[config.mk]
export PLATFORM = sky130hd
export DESIGN_NAME = arp_request_responder_top
export DESIGN_NICKNAME = d
export VERILOG_FILES = /design/src/arpr_pkg.sv /design/src/arpr_front.sv /design/src/arpr_queue.sv /design/src/arpr_back.sv /design/src/arp_request_responder_top.sv
export SDC_FILE = /design/constraint.sdc
export NUM_CORES = 1
export LEC_CHECK = 0
export BUFFER_PORTS_ARGS = -buffer_cell sky130_fd_sc_hd__clkbuf_2
export CAP_MARGIN = 20
export CORE_MARGIN = 2
export CORE_UTILIZATION = 43
export CTS_BUF_LIST = sky130_fd_sc_hd__clkbuf_4
export CTS_CLUSTER_DIAMETER = 60
export DETAILED_ROUTE_END_ITERATION = 10
export GPL_TIMING_DRIVEN = 0
export PLACE_DENSITY = 0.56
export SLEW_MARGIN = 15
export SYNTH_ARGS = -nofsm -noshare
export SYNTH_HDL_FRONTEND = slang
export SYNTH_SLANG_ARGS = --single-unit
[constraint.sdc]
create_clock -name clock -period 12.5 [get_ports clock]
set_clock_uncertainty 0.05 [all_clocks]
set_input_delay 3.125 -clock clock [delete_from_list [all_inputs] [get_ports clock]]
set_output_delay 3.125 -clock clock [all_outputs]
set_load 0.02 [all_outputs]
[src/arpr_pkg.sv]
// Package: shared types, constants and reply byte selection for the ARP responder.
`default_nettype none
package arpr_pkg;

   localparam int unsigned BODY_LEN  = 28;
   localparam int unsigned REPLY_LEN = 42;
   localparam int unsigned Q_DEPTH   = 2;

   localparam logic [15:0] ETHERTYPE_ARP = 16'h0806;
   localparam logic [15:0] PROTO_IPV4    = 16'h0800;
   localparam logic [15:0] HW_ETHERNET   = 16'h0001;
   localparam logic [15:0] HW_IEEE802    = 16'h0006;
   localparam logic [7:0]  HW_LEN        = 8'd6;
   localparam logic [7:0]  PROTO_LEN     = 8'd4;
   localparam logic [15:0] OP_REQUEST    = 16'h0001;
   localparam logic [15:0] OP_REPLY      = 16'h0002;

   localparam int unsigned POS_W = $clog2(BODY_LEN + 1);
   localparam int unsigned CNT_W = $clog2(REPLY_LEN);
   localparam int unsigned QP_W  = $clog2(Q_DEPTH);
   localparam int unsigned QC_W  = $clog2(Q_DEPTH + 1);

   typedef enum logic {
      CSR_OUR_MAC  = 1'b0,
      CSR_OUR_IPV4 = 1'b1
   } csr_index_type;

   typedef struct packed {
      logic [47:0] requester_mac;
      logic [31:0] requester_ip;
      logic        hw_ieee802;
   } desc_type;

   typedef struct packed {
      logic full;
      logic empty;
   } q_status_type;

   function automatic logic [7:0] reply_byte(
      input logic [CNT_W-1:0] cnt,
      input desc_type         d,
      input logic [47:0]      our_mac,
      input logic [31:0]      our_ipv4
   );
      logic [REPLY_LEN*8-1:0] frame;
      logic [CNT_W-1:0]       idx;
      frame = {d.requester_mac, our_mac, ETHERTYPE_ARP,
               (d.hw_ieee802 ? HW_IEEE802 : HW_ETHERNET), PROTO_IPV4,
               HW_LEN, PROTO_LEN, OP_REPLY, our_mac, our_ipv4,
               d.requester_mac, d.requester_ip};
      idx = CNT_W'(REPLY_LEN - 1) - cnt;
      return frame[{idx, 3'b000} +: 8];
   endfunction

endpackage
`default_nettype wire

[src/arpr_front.sv]
// Front end: captures the ARP body and queues a reply descriptor for valid requests.
`default_nettype none
module arpr_front (
   input  wire logic              clock,
   input  wire logic              reset,
   input  wire logic              req_valid,
   output logic                   req_stall,
   input  wire logic [7:0]        rx_byte,
   input  wire logic              rx_last,
   input  wire logic [31:0]       our_ipv4,
   input  wire arpr_pkg::q_status_type q_status,
   output logic                   push,
   output arpr_pkg::desc_type     push_desc
);

   logic [arpr_pkg::POS_W-1:0] pos_ff, pos_in;
   logic [15:0] hw_kind_ff, hw_kind_in;
   logic [15:0] proto_kind_ff, proto_kind_in;
   logic [7:0]  hw_len_ff, hw_len_in;
   logic [7:0]  proto_len_ff, proto_len_in;
   logic [15:0] op_ff, op_in;
   logic [47:0] req_mac_ff, req_mac_in;
   logic [31:0] req_ip_ff, req_ip_in;
   logic [31:0] tgt_ip_ff, tgt_ip_in;
   logic        accept;
   logic        capture;
   logic        ok;

   assign req_stall = q_status.full;
   assign accept    = req_valid && !req_stall;
   assign capture   = accept && (pos_ff < arpr_pkg::POS_W'(arpr_pkg::BODY_LEN));

   always_comb begin
      hw_kind_in    = hw_kind_ff;
      proto_kind_in = proto_kind_ff;
      hw_len_in     = hw_len_ff;
      proto_len_in  = proto_len_ff;
      op_in         = op_ff;
      req_mac_in    = req_mac_ff;
      req_ip_in     = req_ip_ff;
      tgt_ip_in     = tgt_ip_ff;
      if (capture) begin
         priority if (pos_ff < 5'd2) begin
            hw_kind_in = {hw_kind_ff[7:0], rx_byte};
         end else if (pos_ff < 5'd4) begin
            proto_kind_in = {proto_kind_ff[7:0], rx_byte};
         end else if (pos_ff == 5'd4) begin
            hw_len_in = rx_byte;
         end else if (pos_ff == 5'd5) begin
            proto_len_in = rx_byte;
         end else if (pos_ff < 5'd8) begin
            op_in = {op_ff[7:0], rx_byte};
         end else if (pos_ff < 5'd14) begin
            req_mac_in = {req_mac_ff[39:0], rx_byte};
         end else if (pos_ff < 5'd18) begin
            req_ip_in = {req_ip_ff[23:0], rx_byte};
         end else if (pos_ff < 5'd24) begin
            tgt_ip_in = tgt_ip_ff;
         end else begin
            tgt_ip_in = {tgt_ip_ff[23:0], rx_byte};
         end
      end

      pos_in = pos_ff;
      if (accept) begin
         if (rx_last) begin
            pos_in = '0;
         end else if (capture) begin
            pos_in = pos_ff + 1'b1;
         end
      end

      // body complete once this word lands as the 28th or later
      ok = (pos_ff >= arpr_pkg::POS_W'(arpr_pkg::BODY_LEN - 1))
           && (hw_kind_in == arpr_pkg::HW_ETHERNET || hw_kind_in == arpr_pkg::HW_IEEE802)
           && (proto_kind_in == arpr_pkg::PROTO_IPV4)
           && (hw_len_in == arpr_pkg::HW_LEN)
           && (proto_len_in == arpr_pkg::PROTO_LEN)
           && (op_in == arpr_pkg::OP_REQUEST)
           && (tgt_ip_in == our_ipv4);

      push                    = accept && rx_last && ok;
      push_desc.requester_mac = req_mac_in;
      push_desc.requester_ip  = req_ip_in;
      push_desc.hw_ieee802    = (hw_kind_in == arpr_pkg::HW_IEEE802);
   end

   always_ff @(posedge clock) begin
      if (reset) begin
         pos_ff <= '0;
      end else begin
         pos_ff <= pos_in;
      end
      hw_kind_ff    <= hw_kind_in;
      proto_kind_ff <= proto_kind_in;
      hw_len_ff     <= hw_len_in;
      proto_len_ff  <= proto_len_in;
      op_ff         <= op_in;
      req_mac_ff    <= req_mac_in;
      req_ip_ff     <= req_ip_in;
      tgt_ip_ff     <= tgt_ip_in;
   end

endmodule
`default_nettype wire

[src/arpr_queue.sv]
// Reply descriptor queue between the front end and the frame emitter.
`default_nettype none
module arpr_queue (
   input  wire logic               clock,
   input  wire logic               reset,
   input  wire logic               push,
   input  wire arpr_pkg::desc_type push_desc,
   input  wire logic               pop,
   output arpr_pkg::desc_type      pop_desc,
   output arpr_pkg::q_status_type  status
);

   arpr_pkg::desc_type entry_ff [arpr_pkg::Q_DEPTH];
   logic [arpr_pkg::QP_W-1:0] wr_ptr_ff, wr_ptr_in;
   logic [arpr_pkg::QP_W-1:0] rd_ptr_ff, rd_ptr_in;
   logic [arpr_pkg::QC_W-1:0] count_ff, count_in;
   logic do_push;
   logic do_pop;

   assign status.full  = (count_ff == arpr_pkg::QC_W'(arpr_pkg::Q_DEPTH));
   assign status.empty = (count_ff == '0);
   assign do_push      = push && !status.full;
   assign do_pop       = pop && !status.empty;
   assign pop_desc     = entry_ff[rd_ptr_ff];

   always_comb begin
      wr_ptr_in = do_push ? wr_ptr_ff + 1'b1 : wr_ptr_ff;
      rd_ptr_in = do_pop ? rd_ptr_ff + 1'b1 : rd_ptr_ff;
      count_in  = count_ff;
      if (do_push && !do_pop) begin
         count_in = count_ff + 1'b1;
      end else if (do_pop && !do_push) begin
         count_in = count_ff - 1'b1;
      end
   end

   always_ff @(posedge clock) begin
      if (reset) begin
         wr_ptr_ff <= '0;
         rd_ptr_ff <= '0;
         count_ff  <= '0;
      end else begin
         wr_ptr_ff <= wr_ptr_in;
         rd_ptr_ff <= rd_ptr_in;
         count_ff  <= count_in;
      end
      if (do_push) begin
         entry_ff[wr_ptr_ff] <= push_desc;
      end
   end

endmodule
`default_nettype wire

[src/arpr_back.sv]
// Back end: turns queued descriptors into 42-word Ethernet ARP reply frames.
`default_nettype none
module arpr_back (
   input  wire logic                  clock,
   input  wire logic                  reset,
   input  wire arpr_pkg::q_status_type q_status,
   input  wire arpr_pkg::desc_type    pop_desc,
   output logic                       pop,
   input  wire logic [47:0]           our_mac,
   input  wire logic [31:0]           our_ipv4,
   output logic                       rsp_valid,
   input  wire logic                  rsp_stall,
   output logic [7:0]                 tx_byte,
   output logic                       tx_last
);

   logic                       active_ff, active_in;
   logic [arpr_pkg::CNT_W-1:0] cnt_ff, cnt_in;
   arpr_pkg::desc_type         desc_ff, desc_in;
   logic                       valid_ff, valid_in;
   logic [7:0]                 byte_ff, byte_in;
   logic                       last_ff, last_in;
   logic                       adv;
   logic                       at_end;

   assign adv    = !valid_ff || !rsp_stall;
   assign at_end = (cnt_ff == arpr_pkg::CNT_W'(arpr_pkg::REPLY_LEN - 1));

   always_comb begin
      pop       = !q_status.empty && (!active_ff || (adv && at_end));
      active_in = active_ff;
      cnt_in    = cnt_ff;
      desc_in   = desc_ff;
      valid_in  = valid_ff;
      byte_in   = byte_ff;
      last_in   = last_ff;
      if (adv) begin
         valid_in = active_ff;
         if (active_ff) begin
            byte_in   = arpr_pkg::reply_byte(cnt_ff, desc_ff, our_mac, our_ipv4);
            last_in   = at_end;
            cnt_in    = cnt_ff + 1'b1;
            active_in = !at_end;
         end
      end
      if (pop) begin
         desc_in   = pop_desc;
         cnt_in    = '0;
         active_in = 1'b1;
      end
   end

   always_ff @(posedge clock) begin
      if (reset) begin
         active_ff <= 1'b0;
         valid_ff  <= 1'b0;
         cnt_ff    <= '0;
      end else begin
         active_ff <= active_in;
         valid_ff  <= valid_in;
         cnt_ff    <= cnt_in;
      end
      desc_ff <= desc_in;
      byte_ff <= byte_in;
      last_ff <= last_in;
   end

   assign rsp_valid = valid_ff;
   assign tx_byte   = byte_ff;
   assign tx_last   = last_ff;

endmodule
`default_nettype wire

[src/arp_request_responder_top.sv]
// Top level: ARP request responder for one local Ethernet/IPv4 address.
// Usage:
//   req_ channel: one ARP payload word per cycle (req_rx_byte), req_rx_last on
//   the final word of each received frame. Accepted when req_valid && !req_stall.
//   rsp_ channel: 42-word Ethernet ARP reply, rsp_tx_last on the final word.
//   csr_ port: csr_index 0 writes our MAC (48 bit), 1 writes our IPv4 (low 32).
// Reply timing: the final request word pushes a descriptor; an idle emitter pops it
//   and registers the first reply word; words follow one per cycle unless stalled,
//   and a reply already queued starts on the cycle after the previous final word.
// Throughput: input takes one word per cycle. The front end and the emitter
//   are split by a 2-entry descriptor queue; req_stall rises only while the
//   queue is full, which takes more than two replies pending.
// Reset: synchronous, clears the frame position, queue and output register;
//   the CSRs return to zero.
// Receiver stall: the output word register holds; the emitter and the queue
//   fill behind it, then req_stall backs up the input.
`default_nettype none
module arp_request_responder_top (
   input  wire logic        clock,
   input  wire logic        reset,
   input  wire logic        req_valid,
   output logic             req_stall,
   input  wire logic [7:0]  req_rx_byte,
   input  wire logic        req_rx_last,
   output logic             rsp_valid,
   input  wire logic        rsp_stall,
   output logic [7:0]       rsp_tx_byte,
   output logic             rsp_tx_last,
   input  wire logic        csr_we,
   input  wire logic        csr_index,
   input  wire logic [47:0] csr_wdata
);

   logic [47:0] our_mac_ff, our_mac_in;
   logic [31:0] our_ipv4_ff, our_ipv4_in;

   arpr_pkg::q_status_type q_status;
   arpr_pkg::desc_type     push_desc;
   arpr_pkg::desc_type     pop_desc;
   logic                   push;
   logic                   pop;

   always_comb begin
      our_mac_in  = our_mac_ff;
      our_ipv4_in = our_ipv4_ff;
      if (csr_we) begin
         unique case (arpr_pkg::csr_index_type'(csr_index))
            arpr_pkg::CSR_OUR_MAC:  our_mac_in  = csr_wdata;
            arpr_pkg::CSR_OUR_IPV4: our_ipv4_in = csr_wdata[31:0];
            default:                our_mac_in  = our_mac_ff;
         endcase
      end
   end

   always_ff @(posedge clock) begin
      if (reset) begin
         our_mac_ff  <= '0;
         our_ipv4_ff <= '0;
      end else begin
         our_mac_ff  <= our_mac_in;
         our_ipv4_ff <= our_ipv4_in;
      end
   end

   arpr_front u_front (
      .clock     (clock),
      .reset     (reset),
      .req_valid (req_valid),
      .req_stall (req_stall),
      .rx_byte   (req_rx_byte),
      .rx_last   (req_rx_last),
      .our_ipv4  (our_ipv4_ff),
      .q_status  (q_status),
      .push      (push),
      .push_desc (push_desc)
   );

   arpr_queue u_queue (
      .clock     (clock),
      .reset     (reset),
      .push      (push),
      .push_desc (push_desc),
      .pop       (pop),
      .pop_desc  (pop_desc),
      .status    (q_status)
   );

   arpr_back u_back (
      .clock     (clock),
      .reset     (reset),
      .q_status  (q_status),
      .pop_desc  (pop_desc),
      .pop       (pop),
      .our_mac   (our_mac_ff),
      .our_ipv4  (our_ipv4_ff),
      .rsp_valid (rsp_valid),
      .rsp_stall (rsp_stall),
      .tx_byte   (rsp_tx_byte),
      .tx_last   (rsp_tx_last)
   );

`ifndef SYNTHESIS
   a_queue_status: assert property (@(posedge clock) disable iff (reset)
      !(q_status.full && q_status.empty))
      else $error("queue reports full and empty together");

   a_no_double_last: assert property (@(posedge clock) disable iff (reset)
      rsp_valid && rsp_tx_last && !rsp_stall |=> !(rsp_valid && rsp_tx_last))
      else $error("two final words in a row");

   a_burst_start: assert property (@(posedge clock) disable iff (reset)
      $rose(rsp_valid) |-> !rsp_tx_last)
      else $error("reply burst starts on a final word");

   a_push_room: assert property (@(posedge clock) disable iff (reset)
      push |-> !q_status.full)
      else $error("descriptor pushed into a full queue");
`endif

endmodule
`default_nettype wire

# Word level (Yosys, flattened, before mapping)
# Memory sizes are Yosys's and may differ from the RTL's. A register that Yosys moved wholly into a read port is not among the register bits.
# Index checks and enable logic that the tools add are counted.
# totals
latch_bits,0
mem_bits_rw,162
regBits,282
mem_count,1
in_bits,63
output_inout_bits,11
elab_cells,138
romBits,0
# classes
n_lt_le_gt_ge,8
mul,0
shift,1
n_reduce_logical,36
bitwise,1
n_eq_ne,11
addsub,7
muxes,54
div_mod_pow,0
# memory_table
name,words,word_bits,rd,rd_clocked_by_memory_dff,write_ports,line,source
u_queue.entry_ff,2,81,1,1,1,arpr_queue.sv:13,arpr_pkg::desc_type entry_ff [arpr_pkg::Q_DEPTH];
# ops
op,count
$mux 32,17
$mux 48,7
$shiftx 336x10->8,1
$mux 16,11
$mux 8,9
$eq 16x1->1 const B,2
$eq 32x32->1,1
$eq 16x12->1 const B,1
$eq 16x3->1 const B,1
$eq 8x3->1 const B,2
$logic_and 1x1->1,16
$lt 5x5->1 const B,3
$eq 5x3->1 const B,2
$lt 5x4->1 const B,2
$mux 5,2
$logic_not 1->1,8
$reduce_and 2->1,4
$add 6x1->6 const B,1
$eq 6x6->1 const B,1
$reduce_bool 2->1,3
$sub 6x6->6 const A,1
$add 5x1->5 const B,1
$ge 5x5->1 const B,1
$lt 5x2->1 const B,1
12 further kinds,20

# Longest topological paths before layout
# logic_depth
depth_word,19
depth_mapped,16
ltp_nobuf,12

# Cells and area by module
# Synthesis repeated with hierarchy kept, for this count alone.
# unflattened
cells_unflattened,1570
hier_area_um2,21649.5
# modules_own_cells
mod,n_inst,area_per_inst_um2,cells_per_inst
arpr_front,1,7125.6,636
arpr_queue,1,6059.6,277
arpr_back,1,5109.9,343
arp_request_responder_top,1,3354.5,314

# Worst setup path after synthesis
# Ideal clock, no wire load.
# synth_path
path_kind,in2reg
from,input port rsp_stall
to,register u_queue.count_ff[1] (netlist bit)
stages,8
setup_slack_ns,3.917
setup_time_ns,0.071
n_path_buf,0
required_time_ns,12.379
arrival_ns,8.462
cell_sequence,nand2_1 > nand2_1 > a21oi_1 > inv_1 > ha_1 > xor2_1 > or3_1 > a21oi_1
# synth_via
elab_chain_len,9
word_cells_on_any_way,11
cone_classes,mux: 1; reduce/logical: 10
# synth_lines
element,line,source
from (decl),arp_request_responder_top.sv:26,"input wire logic rsp_stall,"
$logic_not 1->1 (*),arpr_back.sv:26,assign adv = !valid_ff || !rsp_stall;
$logic_or 1x1->1 (*),arpr_back.sv:26,
$logic_and 1x1->1 (*),arpr_back.sv:30,pop = !q_status.empty && (!active_ff || (adv && at_end));
$logic_or 1x1->1 (*),arpr_back.sv:30,
$logic_and 1x1->1 (*),arpr_back.sv:30,
net pop,arp_request_responder_top.sv:41,logic pop;
$logic_and 1x1->1 (*),arpr_queue.sv:23,assign do_pop = pop && !status.empty;
$logic_not 1->1,arpr_queue.sv:30,if (do_push && !do_pop) begin
$logic_and 1x1->1,arpr_queue.sv:30,
$mux 2 / $reduce_bool 2->1 (equally long branches),-,
to (signal assigned),arpr_queue.sv:45,count_ff <= count_in;
to (decl),arpr_queue.sv:16,"logic [arpr_pkg::QC_W-1:0] count_ff, count_in;"
# The timed path passes the listed nets; every way through them passes the cells marked *.
# A chain may end at the register's enable or synchronous reset.

# Worst setup path in the final report
# layout_path
from,input port req_rx_byte[4]
to,"memory u_queue.entry_ff[1][77] (netlist bit), enable pin"
# layout_via
elab_chain_len,15
word_cells_on_any_way,47
cone_classes,eq/ne: 7; mux: 31; reduce/logical: 9
# layout_lines
element,line,source
from (decl),arp_request_responder_top.sv:23,"input wire logic [7:0] req_rx_byte,"
$mux 32,arpr_front.sv:57,end else if (pos_ff < 5'd24) begin
$mux 32,arpr_front.sv:55,end else if (pos_ff < 5'd18) begin
$mux 32,arpr_front.sv:53,end else if (pos_ff < 5'd14) begin
$mux 32,arpr_front.sv:51,end else if (pos_ff < 5'd8) begin
$mux 32,arpr_front.sv:49,end else if (pos_ff == 5'd5) begin
$mux 32,arpr_front.sv:47,end else if (pos_ff == 5'd4) begin
$mux 32,arpr_front.sv:45,end else if (pos_ff < 5'd4) begin
$mux 32,arpr_front.sv:43,priority if (pos_ff < 5'd2) begin
$mux 32,arpr_front.sv:42,if (capture) begin
$eq 32x32->1,arpr_front.sv:80,&& (tgt_ip_in == our_ipv4);
$logic_and 1x1->1 (*),arpr_front.sv:80,
$logic_and 1x1->1 (*),arpr_front.sv:82,push = accept && rx_last && ok;
$logic_and 1x1->1 (*),arpr_queue.sv:22,assign do_push = push && !status.full;
$mux 1 (*),arpr_queue.sv:47,if (do_push) begin
$mux 1 (not written as such) (*),arpr_queue.sv:48,entry_ff[wr_ptr_ff] <= push_desc;
to (decl),arpr_queue.sv:13,
# Mark *: on every way between the ends. The rest lies on a longest branch, timed or not.

==> metrics.cfg <==
[outcome]
status = finished, final reports clean

[final_layout]
regArea_um2 = 13000
layout.nets = 1902
syn2layout_area_growth_pct = 15.3
fillers = 4290
drive_gt1_share_pct = 31.0
multi_input_area_um2 = 7160

[synth]
synth-compound-area-share_pct = 7.16
synthCells = 1611
synthFlopType = dfxtp_1
synthDistinctLibCells = 75
synthAdderAreaFrac_pct = 0.422
yosysMostFrequentCell = dfxtp_1
yosys.area.top_type = edfxtp_1
syn_area_um2 = 20700
ys_ff_latch = 525
muxShareOfSynthArea_pct = 17.3
synthesis.nets = 1681
seq_area_frac_synth_pct = 62.8
yosys.area_share.simple_pct = 8.47
synth_top_family_by_area = multiplexers
syn_area_per_cell_um2 = 12.9
yosys-top-cells-count = 273 x dfxtp_1, 252 x edfxtp_1, 229 x mux2_2
synth_top_area_share_pct = 36.5
synth_xor_area_share_pct = 1.10
yosys_warnings = 0
synth_top_cells_by_area = edfxtp_1 36%, dfxtp_1 26%, mux2_2 12%
async_reset_ff_share_pct = 0
synth-edff-count = 252

[route]
routed_wirelength_um = 55000
wl_per_cell_um = 21.5
post-route-drc-count = 0
dr.pass1.iters = 5
ant_nets = 0
num_vias = 13800
routed_via_density = 5.39
dr.first_iter.drc_count = 963

[sta]
fin_crit_ns = 6.12
timing.final.crit_share_pct = 49.0
clock.fmax_mhz = 163
max_slew_margin_pct = 29.1
worst_pin_slew_ns = 1.06
setup_slack_ns = 6.38
rsz0062_at_grt = no
tns_ns = 0
slew_violations = 0
setup_viol = 0
hold_viol = 0

[setup_path]
max_stage_delay_ns = 0.96
rr_endpoint = u_queue.entry_ff[1][77]
path_cells = clkbuf_2 > clkbuf_1 > nor4_1 > nand3_1 > nor2_1 > o211ai_1 > nor4b_1 > and4_1 > and3_4 > buf_16
critPathTopFamily = simple AND/OR/NAND/NOR gates
slowest_stage = nor4_1
path_max_fanout = 46
start_kind = primary input
cp.required_ns = 13.05
endpoint_kind = flip-flop
worstPathArrival_ns = 6.67
critical_path_class = in2reg
path_buf_inv = 3
reg2reg_depth = 10
r2r_slack_ns = 8.04
startpoint = req_rx_byte[4]
reg2reg_from = u_queue.count_ff[0]

[grt]
grt_pass1_wl_um = 82700
grt_use_total_pct = 22.4
antenna_found_initial = 2
grt_start_max_net_pins = 47
grt_remaining_overflow = 0
grt_pass1_vias = 13800

[clocking]
path_clk_slew_ns = 0.06
hold_buffers = 0
clock_latency_ns = 0.96
clockBufferDepth = 3
clock-sinks = 525
cts_tree = built
root_buffer = clkbuf_4
cts_resized = 0
htreeDepth = 4
cts_buffers = 139
postCtsSetupBuffers = 0

[floorplan]
core_area_um2 = 47600
rows = 80
ios = 74
start_util_pct = 43.5
dieArea_um2 = 50000
die_x_um = 224
fp.dieH_um = 224

[pwr]
internal-power_w = 0.00308
power_w = 0.00425
pwr-share-comb_pct = 15.8
pwr-share-seq_pct = 48.2
p_leak_nw = 8.72
ir_drop_v = 0.0000659
p_sw_w = 0.00117
clkPwrFrac_pct = 36.0
netSwitchingFraction_pct = 27.5
powerDensity_nw_per_um2 = 178

[placed_design]
gp_congestion = 0.953
place_hpwl_um = 38400
port_buffers = 73
pre_cts_slack_ns = 5.36

[min_path]
hold_path.class = reg2reg
hold_start = our_mac_ff[28]
hold_depth = 2
whs_endpoint = our_mac_ff[28]

[flow_run]
maxCapViolCount = 0

layout by cell type, fill, tap and decap left out, drive strengths merged, types with 12 or more instances in the layout:
| master | instances |
|---|---|
| clkbuf | 353 |
| dfxtp | 273 |
| edfxtp | 252 |
| mux2 | 230 |
| nand2 | 215 |
| a21oi | 120 |
| inv | 50 |
| nor2 | 40 |
| o21ai | 38 |
| buf | 36 |
| mux4 | 30 |
| mux2i | 30 |
| clkinv | 28 |
| nor3 | 25 |
| nand3 | 19 |
| nor4 | 17 |
| o22ai | 16 |
| xor2 | 14 |
| xnor2 | 12 |
cells by family after synthesis:
family	count (synthesis)
fa+ha+maj	7
flops	525
compound gates	244
simple gates	375
buf+inv	144
xor+xnor	26
mux	290
flip-flops by register name, indices dropped and copies added, names as in the netlist:
register	flops
our_ipv4_ff	32
u_front.pos_ff	5
u_queue.entry_ff	162
u_front.hw_len_ff	8
u_front.proto_len_ff	8
u_back.tx_byte	8
u_queue.count_ff	2
u_back.cnt_ff	6
our_mac_ff	48
u_front.proto_kind_ff	16
u_queue.rd_ptr_ff	1
u_back.active_ff	1
u_back.tx_last	1
u_back.rsp_valid	1
u_front.tgt_ip_ff	32
u_front.req_mac_ff	48
u_back.desc_ff	81
u_front.req_ip_ff	32
u_front.op_ff	16
u_front.hw_kind_ff	16
u_queue.wr_ptr_ff	1
layer usage:
metal | vias to the layer above | GRT usage, % | share of wire (%)
met3 | 64 | 5.25 | 5.2
met4 | 0 | 8.34 | 1.9
met5 | - | 0 | 0
met1 | 6817 | 30.6 | 46
li1 | 6461 | - | -
met2 | 435 | 34.9 | 47
per-stage QoR:
stage	hold WS, ns	util (%)	area (µm²)	instances
after floorplan	0.365	-	20700	1611
after global placement	0.381	45.9	21900	2299
after detailed placement	0.397	46.4	22100	2306
after CTS	0.405	50.2	23900	2554
after global routing	0.424	50.2	23900	2556
final	0.404	50.2	23900	2556
worst max path at each step:
| stage | endpoint | slack [ns] | depth (start not counted) |
|---|---|---|---|
| finish | u_queue.entry_ff[1][77] | 6.38 | 10 |
| floorplan | u_queue.count_ff[1] | 3.92 | 8 |
| global route | u_queue.entry_ff[1][77] | 6.16 | 9 |
| global placement | u_queue.count_ff[1] | 1.08 | 9 |
| CTS | u_queue.entry_ff[1][56] | 6.41 | 9 |
| detailed placement | u_queue.entry_ff[1][71] | 5.36 | 9 |
worst reg2reg max path, delay by kind of cell (launching register included):
kind	cells	cell delay (ns)
AOI/OAI and AO/OA	2	0.40
buffers and inverters	3	0.86
DFF	1	0.40
and+or+nand+nor	5	2.32
power groups by stage:
stage	clock [W]	combinational (W)	sequential (W)
2_1_floorplan	0	0.000398	0.00208
3_3_place_gp	0	0.000609	0.00212
3_5_place_dp	0	0.000676	0.00208
4_1_cts	0.00158	0.000679	0.00205
5_1_grt	0.00167	0.000717	0.00206
6_report	0.00153	0.000673	0.00205
cell type report:
cell class / instances / share of cell area [%]
multi-input combinational: 942 / 29.9
timing repair buffer: 80 / 2.33
inverter: 47 / 0.758
clock buffer: 212 / 6.65
tap: 615 / 3.22
buffer: 97 / 1.66
clock inverter: 36 / 0.988
sequential: 525 / 54.5
antenna: 2 / 0.0209
Power figures use the tool's default switching activity.
